$ cat src/rtl/utf8d_pkg.sv
package utf8d_pkg;

    localparam int BYTE_W    = 8;
    localparam int CODE_W    = 16;
    localparam int PENDING_W = 2;
    localparam int PARTIAL_W = 10;
    localparam int CONT_W    = 6;

    // continuation counts loaded by the lead bytes
    localparam logic [PENDING_W-1:0] PENDING_NONE = 2'd0;
    localparam logic [PENDING_W-1:0] PENDING_ONE  = 2'd1;
    localparam logic [PENDING_W-1:0] PENDING_TWO  = 2'd2;

    // byte classes
    localparam logic [BYTE_W-1:0] BYTE_NUL       = 8'h00;
    localparam logic [BYTE_W-1:0] LEAD2_FIRST    = 8'hC0;
    localparam logic [BYTE_W-1:0] LEAD2_LAST     = 8'hDF;
    localparam logic [BYTE_W-1:0] LEAD3_FIRST    = 8'hE0;
    localparam logic [BYTE_W-1:0] LEAD3_LAST     = 8'hEF;
    localparam logic [BYTE_W-1:0] ASCII_LAST     = 8'h7F;

    // one decoded result leaving the step logic
    typedef struct packed {
        logic              valid;
        logic [CODE_W-1:0] code;
        logic              eos;
    } step_res_t;

endpackage

$ cat src/rtl/utf8d_step.sv
module utf8d_step
(
    input  logic                         clk,
    input  logic                         rst_n,
    input  logic                         advance,
    input  logic [utf8d_pkg::BYTE_W-1:0] byte_in,
    output utf8d_pkg::step_res_t         res
);

    logic [utf8d_pkg::PENDING_W-1:0] pending_reg;
    logic [utf8d_pkg::PENDING_W-1:0] pending_next;
    logic [utf8d_pkg::PARTIAL_W-1:0] partial_reg;
    logic [utf8d_pkg::PARTIAL_W-1:0] partial_next;
    logic [utf8d_pkg::CODE_W-1:0]    acc;

    // partial bits shifted up, six new bits below
    assign acc = {partial_reg, byte_in[utf8d_pkg::CONT_W-1:0]};

    always_comb
    begin
        pending_next = pending_reg;
        partial_next = partial_reg;
        res          = '0;
        if (byte_in == utf8d_pkg::BYTE_NUL)
        begin
            pending_next = utf8d_pkg::PENDING_NONE;
            partial_next = '0;
            res.valid    = 1'b1;
            res.eos      = 1'b1;
        end
        else if (pending_reg != utf8d_pkg::PENDING_NONE)
        begin
            pending_next = pending_reg - utf8d_pkg::PENDING_ONE;
            if (pending_reg == utf8d_pkg::PENDING_ONE)
            begin
                partial_next = '0;
                res.valid    = 1'b1;
                res.code     = acc;
            end
            else
            begin
                partial_next = acc[utf8d_pkg::PARTIAL_W-1:0];
            end
        end
        else if (byte_in inside {[utf8d_pkg::BYTE_NUL : utf8d_pkg::ASCII_LAST]})
        begin
            res.valid = 1'b1;
            res.code  = {{(utf8d_pkg::CODE_W-utf8d_pkg::BYTE_W){1'b0}}, byte_in};
        end
        else if (byte_in inside {[utf8d_pkg::LEAD2_FIRST : utf8d_pkg::LEAD2_LAST]})
        begin
            pending_next = utf8d_pkg::PENDING_ONE;
            partial_next = {{(utf8d_pkg::PARTIAL_W-5){1'b0}}, byte_in[4:0]};
        end
        else if (byte_in inside {[utf8d_pkg::LEAD3_FIRST : utf8d_pkg::LEAD3_LAST]})
        begin
            pending_next = utf8d_pkg::PENDING_TWO;
            partial_next = {{(utf8d_pkg::PARTIAL_W-4){1'b0}}, byte_in[3:0]};
        end
        // stray continuation and f0-ff leads fall through with no result
    end

    always_ff @(posedge clk or negedge rst_n)
    begin
        if (!rst_n)
        begin
            pending_reg <= utf8d_pkg::PENDING_NONE;
            partial_reg <= '0;
        end
        else if (advance)
        begin
            pending_reg <= pending_next;
            partial_reg <= partial_next;
        end
    end

`ifndef SYNTHESIS
    a_pending_range: assert property (@(posedge clk) disable iff (!rst_n)
        pending_reg != 2'd3)
        else $error("pending count out of range");

    a_idle_partial_clear: assert property (@(posedge clk) disable iff (!rst_n)
        (pending_reg == utf8d_pkg::PENDING_NONE) |-> (partial_reg == '0))
        else $error("partial bits left with no open sequence");

    a_nul_clears: assert property (@(posedge clk) disable iff (!rst_n)
        (advance && byte_in == utf8d_pkg::BYTE_NUL)
        |=> (pending_reg == utf8d_pkg::PENDING_NONE && partial_reg == '0))
        else $error("terminator did not clear state");
`endif

endmodule

$ cat src/rtl/utf8d_result.sv
module utf8d_result
(
    input  logic                         clk,
    input  logic                         rst_n,
    input  logic                         load,
    input  utf8d_pkg::step_res_t         res,
    output logic                         valid,
    output logic [utf8d_pkg::CODE_W-1:0] code,
    output logic                         eos
);

    logic                         valid_reg;
    logic [utf8d_pkg::CODE_W-1:0] code_reg;
    logic                         eos_reg;

    always_ff @(posedge clk or negedge rst_n)
    begin
        if (!rst_n)
        begin
            valid_reg <= 1'b0;
        end
        else if (load)
        begin
            valid_reg <= res.valid;
        end
    end

    always_ff @(posedge clk)
    begin
        if (load && res.valid)
        begin
            code_reg <= res.code;
            eos_reg  <= res.eos;
        end
    end

    assign valid = valid_reg;
    assign code  = code_reg;
    assign eos   = eos_reg;

`ifndef SYNTHESIS
    a_eos_code_zero: assert property (@(posedge clk) disable iff (!rst_n)
        (valid_reg && eos_reg) |-> (code_reg == '0))
        else $error("terminator word carries a nonzero code");
`endif

endmodule

$ cat src/rtl/utf8_to_utf16_decoder.sv
// utf-8 byte stream to 16-bit code unit decoder. one byte word enters per clock
// on text_* while text_stall is low, and at most one code unit word leaves on
// code_* for it: the byte is captured in an input register, decoded by a short
// combinational step against the pending count and partial bits, and the
// result lands in an output register. a new byte is accepted
// every cycle as long as the output register is empty or being taken, so the
// sustained rate is one byte per clock; the only feedback loop is the
// 2-bit pending count and 10-bit partial code, updated in the same cycle.
// ascii bytes give their value, leads c0-df and e0-ef open two- and three-byte
// sequences, any nonzero byte inside a sequence adds its low six bits, stray
// continuation bytes and leads f0-ff are dropped, and a zero byte gives code 0
// with end_of_string set and drops any unfinished sequence. surrogate pairs
// are not produced: four-byte characters are simply dropped.
module utf8_to_utf16_decoder
(
    input  logic                         clk,
    input  logic                         rst_n,
    // byte words in
    input  logic                         text_valid,
    output logic                         text_stall,
    input  logic [utf8d_pkg::BYTE_W-1:0] text_byte,
    // code unit words out
    output logic                         code_valid,
    input  logic                         code_stall,
    output logic [utf8d_pkg::CODE_W-1:0] code_unit,
    output logic                         end_of_string
);

    // input register
    logic                         in_valid_reg;
    logic                         in_valid_next;
    logic [utf8d_pkg::BYTE_W-1:0] in_byte_reg;

    // stage movement
    logic                         move;
    logic                         take_in;
    utf8d_pkg::step_res_t         step_res;

    // the decoded byte may leave the input register when the result slot is
    // empty or is being emptied this cycle
    assign move       = !code_valid || !code_stall;
    assign text_stall = in_valid_reg && !move;
    assign take_in    = text_valid && !text_stall;

    always_comb
    begin
        in_valid_next = in_valid_reg;
        if (take_in)
        begin
            in_valid_next = 1'b1;
        end
        else if (move)
        begin
            in_valid_next = 1'b0;
        end
    end

    always_ff @(posedge clk or negedge rst_n)
    begin
        if (!rst_n)
        begin
            in_valid_reg <= 1'b0;
        end
        else
        begin
            in_valid_reg <= in_valid_next;
        end
    end

    always_ff @(posedge clk)
    begin
        if (take_in)
        begin
            in_byte_reg <= text_byte;
        end
    end

    // decode step and sequence state
    utf8d_step u_step
    (
        .clk     (clk),
        .rst_n   (rst_n),
        .advance (in_valid_reg && move),
        .byte_in (in_byte_reg),
        .res     (step_res)
    );

    // result register; a byte that gives no result leaves it empty
    utf8d_result u_result
    (
        .clk   (clk),
        .rst_n (rst_n),
        .load  (move),
        .res   (in_valid_reg ? step_res : '0),
        .valid (code_valid),
        .code  (code_unit),
        .eos   (end_of_string)
    );

`ifndef SYNTHESIS
    // stall only ever comes from a held byte waiting on a full result slot
    a_stall_cause: assert property (@(posedge clk) disable iff (!rst_n)
        text_stall |-> (in_valid_reg && code_valid && code_stall))
        else $error("input stalled with no blocked byte");

    // an accepted zero byte always shows up as a terminator word next
    a_nul_result: assert property (@(posedge clk) disable iff (!rst_n)
        (in_valid_reg && move && in_byte_reg == utf8d_pkg::BYTE_NUL)
        |=> (code_valid && end_of_string))
        else $error("zero byte did not give a terminator");
`endif

endmodule

$ cat config.mk
export PLATFORM = sky130hd
export DESIGN_NAME = utf8_to_utf16_decoder
export DESIGN_NICKNAME = d
export VERILOG_FILES = /design/src/rtl/utf8d_pkg.sv /design/src/rtl/utf8d_step.sv /design/src/rtl/utf8d_result.sv /design/src/rtl/utf8_to_utf16_decoder.sv
export SDC_FILE = /design/constraint.sdc
export NUM_CORES = 1
export LEC_CHECK = 0
export ABC_AREA = 1
export BUFFER_PORTS_ARGS = -buffer_cell sky130_fd_sc_hd__buf_2
export CORE_UTILIZATION = 37
export CTS_BUF_LIST = sky130_fd_sc_hd__clkbuf_4
export CTS_CLUSTER_DIAMETER = 30
export DETAILED_ROUTE_END_ITERATION = 6
export PLACE_DENSITY_LB_ADDON = 0.05
export SYNTH_ARGS = -nofsm -noshare
export SYNTH_HDL_FRONTEND = slang
export SYNTH_SLANG_ARGS = --single-unit
$ cat constraint.sdc
create_clock -name clk -period 5.9 [get_ports clk]
set_clock_uncertainty 0.05 [all_clocks]
set_input_delay 1.18 -clock clk [delete_from_list [all_inputs] [get_ports clk]]
set_output_delay 1.18 -clock clk [all_outputs]
set_load 0.05 [all_outputs]
# After elaboration in Yosys (flattened, before gate mapping)

Cells that the tools add are included.

Magnitude comparators: 6
$add $sub $neg: 1
Bitwise logic cells: 1
Reduce and logical (&&, ||, !) cells: 18
Eq/ne operators: 2
Multiplexer cells: 20

Operators with widths:

| operator                                                           | count |
|---|---|
| two-way mux 10 bit                                                 | 6 |
| two-way mux 17 bit                                                 | 3 |
| two-way mux 18 bit                                                 | 1 |
| greater-or-equal comparator 8 bit (second input constant)          | 2 |
| less-or-equal comparator 8 bit (second input constant)             | 2 |
| two-way mux 16 bit                                                 | 1 |
| two-way mux 2 bit                                                  | 5 |
| greater-or-equal comparator 8 x 1 -> 1 bit (second input constant) | 1 |
| less-or-equal comparator 8 x 7 -> 1 bit (second input constant)    | 1 |
| logical NOT 8 bit                                                  | 1 |
| logical AND 1 bit                                                  | 7 |
| logical NOT 1 bit                                                  | 4 |
| two-way mux 1 bit                                                  | 4 |
| nonzero test 2 bit                                                 | 2 |
| nonzero test 4 bit                                                 | 1 |
| inequality test 3 x 1 -> 1 bit (second input constant)             | 1 |
| AND reduction 3 bit                                                | 1 |
| == test 2 x 1 -> 1 bit (second input constant)                     | 1 |
| OR reduction 2 bit                                                 | 1 |
| subtractor 2 x 1 -> 2 bit (second input constant)                  | 1 |
| logical OR 1 bit                                                   | 1 |
| inverter 1 bit                                                     | 1 |

Output and inout port bits: 19
Logic and storage cells: 55
Bits in registers: 39
Input bits: 12

# Depth between registers and ports, before layout

Depth after elaboration: 7
Depth in mapped cells: 9
Gate-level depth less buffers: 8

# Modules after synthesis

A second synthesis with hierarchy kept.

Cells, all modules: 211
Area, all modules: 1869.3 µm²

Modules (own cells, without submodules):

| module                | area an instance (µm²) | seq. area each (µm²) | times used | cells each |
|---|---|---|---|---|
| utf8d_step            | 854.6                  | 300.3                | 1          | 132 |
| utf8d_result          | 554.3                  | 535.5                | 1          | 23 |
| utf8_to_utf16_decoder | 460.4                  | 265.3                | 1          | 56 |

# Worst setup path after synthesis

No wires, ideal clock.

Path kind: in2out
Start: input code_stall
End: output text_stall
Arrival time: 1.968 ns
Slack: 2.702 ns
Buffers on the path: 0
Stages on the path: 2
Required time: 4.670 ns
Path through: nand2_1 nor2_1

Word-level cells in the longest chain between the ends: 4

RTL lines:

| what              | line                        | source |
|---|---|---|
| from (decl)       | utf8_to_utf16_decoder.sv:24 | `input logic code_stall,` |
| logical NOT 1 bit | utf8_to_utf16_decoder.sv:41 | `assign move = !code_valid \|\| !code_stall;` |
| logical OR 1 bit  | utf8_to_utf16_decoder.sv:41 |  |
| logical NOT 1 bit | utf8_to_utf16_decoder.sv:42 | `assign text_stall = in_valid_reg && !move;` |
| logical AND 1 bit | utf8_to_utf16_decoder.sv:42 |  |
| to (decl)         | utf8_to_utf16_decoder.sv:20 | `output logic text_stall,` |

No other way between the ends.

# Worst setup path after layout

Same ends and word-level chain as after synthesis.

==> impl_metrics.json <==
{
  "tightest_slew_ps": 546,
  "dp_cells": 249,
  "powerDensity_mw_per_mm2": 452,
  "root_buffer": "clkbuf_4",
  "cts_made_buffers": 5,
  "num_antenna_cells": 0,
  "fp.dieArea_mm2": 0.00487,
  "hp-class": "reg -> reg",
  "clk_pin_slew_worst_paths_ps": 100,
  "wl_mm": 3.00,
  "drt_first_iter_violations": 58,
  "max_slew_margin_pct": 63.5,
  "grt_antenna_before_repair": 0,
  "drive_above_1_share_pct": 26.8,
  "cts_sinks": 39,
  "synth_area_mm2": 0.00170,
  "yosysWarnings": 0,
  "status": "complete, no violations",
  "hold_viol": 0,
  "power.leakage_nw": 0.940,
  "gr-total-overflow": 0,
  "first_pass_iters": 4,
  "cts_tree": "built",
  "ys_seq_area_share_pct": 64.7,
  "die_w_um": 69.8,
  "fin_cells": 257,
  "syn_nets": 183,
  "path_class": "in -> out",
  "hold_depth": 2,
  "io_pins": 31,
  "dp_hpwl_mm": 2.09,
  "ant_nets": 0,
  "final.period_utilization_pct": 50.2,
  "num_rows": 24,
  "cts.htree.levels": 2,
  "synth-seq-cells": 39,
  "die_y_um": 69.8,
  "grt_pass1_wl_mm": 5.12,
  "end_kind": "output port",
  "rsz0062_at_grt": "no",
  "clockBufferDepth": 2,
  "port_buffers": 30,
  "grt_pass1_vias": 1120,
  "grt_max_degree": 18,
  "syn2layout_area_growth_pct": 13.9,
  "ir_worst_vdd_mv": 0.291,
  "vias": 1182,
  "vias_per_cell": 4.60,
  "post_cts_resized": 0,
  "worstSetupStartpointType": "input pin",
  "core_mm2": 0.00438,
  "crit_required_ps": 4670,
  "clock_latency_ps": 340,
  "drc": 0,
  "postCtsHoldBufs": 0,
  "setup_violations": 0,
  "r2r_cells": 6,
  "crit_path_max_fanout": 3,
  "period_needed_ps": 2960,
  "max_freq_mhz": 337,
  "slew_violations": 0,
  "finalNetCount": 216,
  "place_congestion": 0.831,
  "crit_arrival_ps": 1730,
  "synthCells": 171,
  "tns_ps": 0,
  "cap_violations": 0,
  "avgSynthCellArea_um2": 9.95,
  "largest_reg_flops": 16,
  "grt_usage_pct": 13.7,
  "initial_core_util_pct": 38.8,
  "synth_cell_type_count": 21,
  "routedWlPerCell_um": 11.7,
  "cts_setup_buffers": 0
}
cell usage after synthesis, drive strengths merged:
cell type | n | area share, %
clkinv | 1 | 0.22
edfxtp | 25 | 44
nand4 | 6 | 2.2
nor3 | 6 | 1.8
buf | 4 | 2.1
nand2 | 61 | 15
nand3 | 7 | 2.1
dfrtp | 14 | 21
clkbuf | 1 | 0.22
a21oi | 3 | 1.1
nor2 | 21 | 5.7
o21ai | 1 | 0.29
a32oi | 1 | 0.51
inv | 20 | 4.4
final timing paths:
kind / from / to / slack [ps]
worst max register to register: in_byte_reg[5] / u_result.code[6] / 4140
worst max-delay path: code_stall / text_stall / 2940
min in group asynchronous: rst_n / u_result.valid / 660
worst min register to register: u_step.partial_reg[4] / u_step.partial_reg[4] / 430
max in group asynchronous: rst_n / u_step.partial_reg[4] / 4880
worst min-delay path: u_step.partial_reg[4] / u_step.partial_reg[4] / 430
through the flow:
step | total power [mW] | hold WS, ps | util, % | area, um^2 | setup slack [ps]
floorplan | 0.691 | 392 | - | 1700 | 2700
global placement | 0.747 | 410 | 43.0 | 1890 | 2950
detailed placement | 0.753 | 409 | 43.0 | 1890 | 2930
CTS | 0.883 | 437 | 44.2 | 1940 | 2920
global route | 0.937 | 468 | 44.2 | 1940 | 2860
finish | 0.876 | 433 | 44.2 | 1940 | 2940
cells in the final DEF, fill, tap and decap left out:
master	count
nand4_1	6
buf_4	1
edfxtp_1	25
nand2_4	3
a21oi_1	2
clkinv_1	3
o21ai_1	1
nor3_1	6
nand3_1	7
clkbuf_4	6
nand2_1	58
inv_2	11
buf_2	30
a32oi_1	1
nor2_1	18
nor2_2	1
nor2_4	2
a21oi_2	1
inv_1	9
dfrtp_1	14
cell type report:
| cell class | instances | area (um^2) |
|---|---|---|
| clock buffers | 6 | 45.0 |
| clock inverters | 2 | 7.51 |
| fillers | 434 | 2450 |
| inverters | 21 | 78.8 |
| multi-input cells | 106 | 483 |
| flip-flops and latches | 39 | 1100 |
| well taps | 52 | 65.1 |
| repair buffers | 31 | 158 |
routing by layer:
layer / vias up / share of wire [%] / wire length, um / GRT usage (%)
li1: 617 / - / - / -
met1: 532 / 48 / 1430 / 16.7
met2: 28 / 46 / 1370 / 22.5
met5: - / 0 / 0 / 0
met4: 0 / 1.7 / 50 / 4.67
met3: 5 / 4.6 / 139 / 4.80
power breakdown:
group | total (mW) | internal (mW) | switching, mW
Combinational | 0.325 | 0.0810 | 0.244
Clock | 0.132 | 0.0488 | 0.0835
Sequential | 0.419 | 0.373 | 0.0452
kinds of logic after synthesis:
group | after synthesis | share of synthesized area (%)
DFF | 39 | 64.7
buffers and inverters | 26 | 6.91
AOI/OAI and AO/OA | 5 | 1.91
and+or+nand+nor | 101 | 26.5
critical path, cell delays in order:
cell and delay (ps):
buf_2 70, nand2_1 80, nor2_1 120, buf_2 280
No activity file was read; power rests on OpenSTA's default activity.
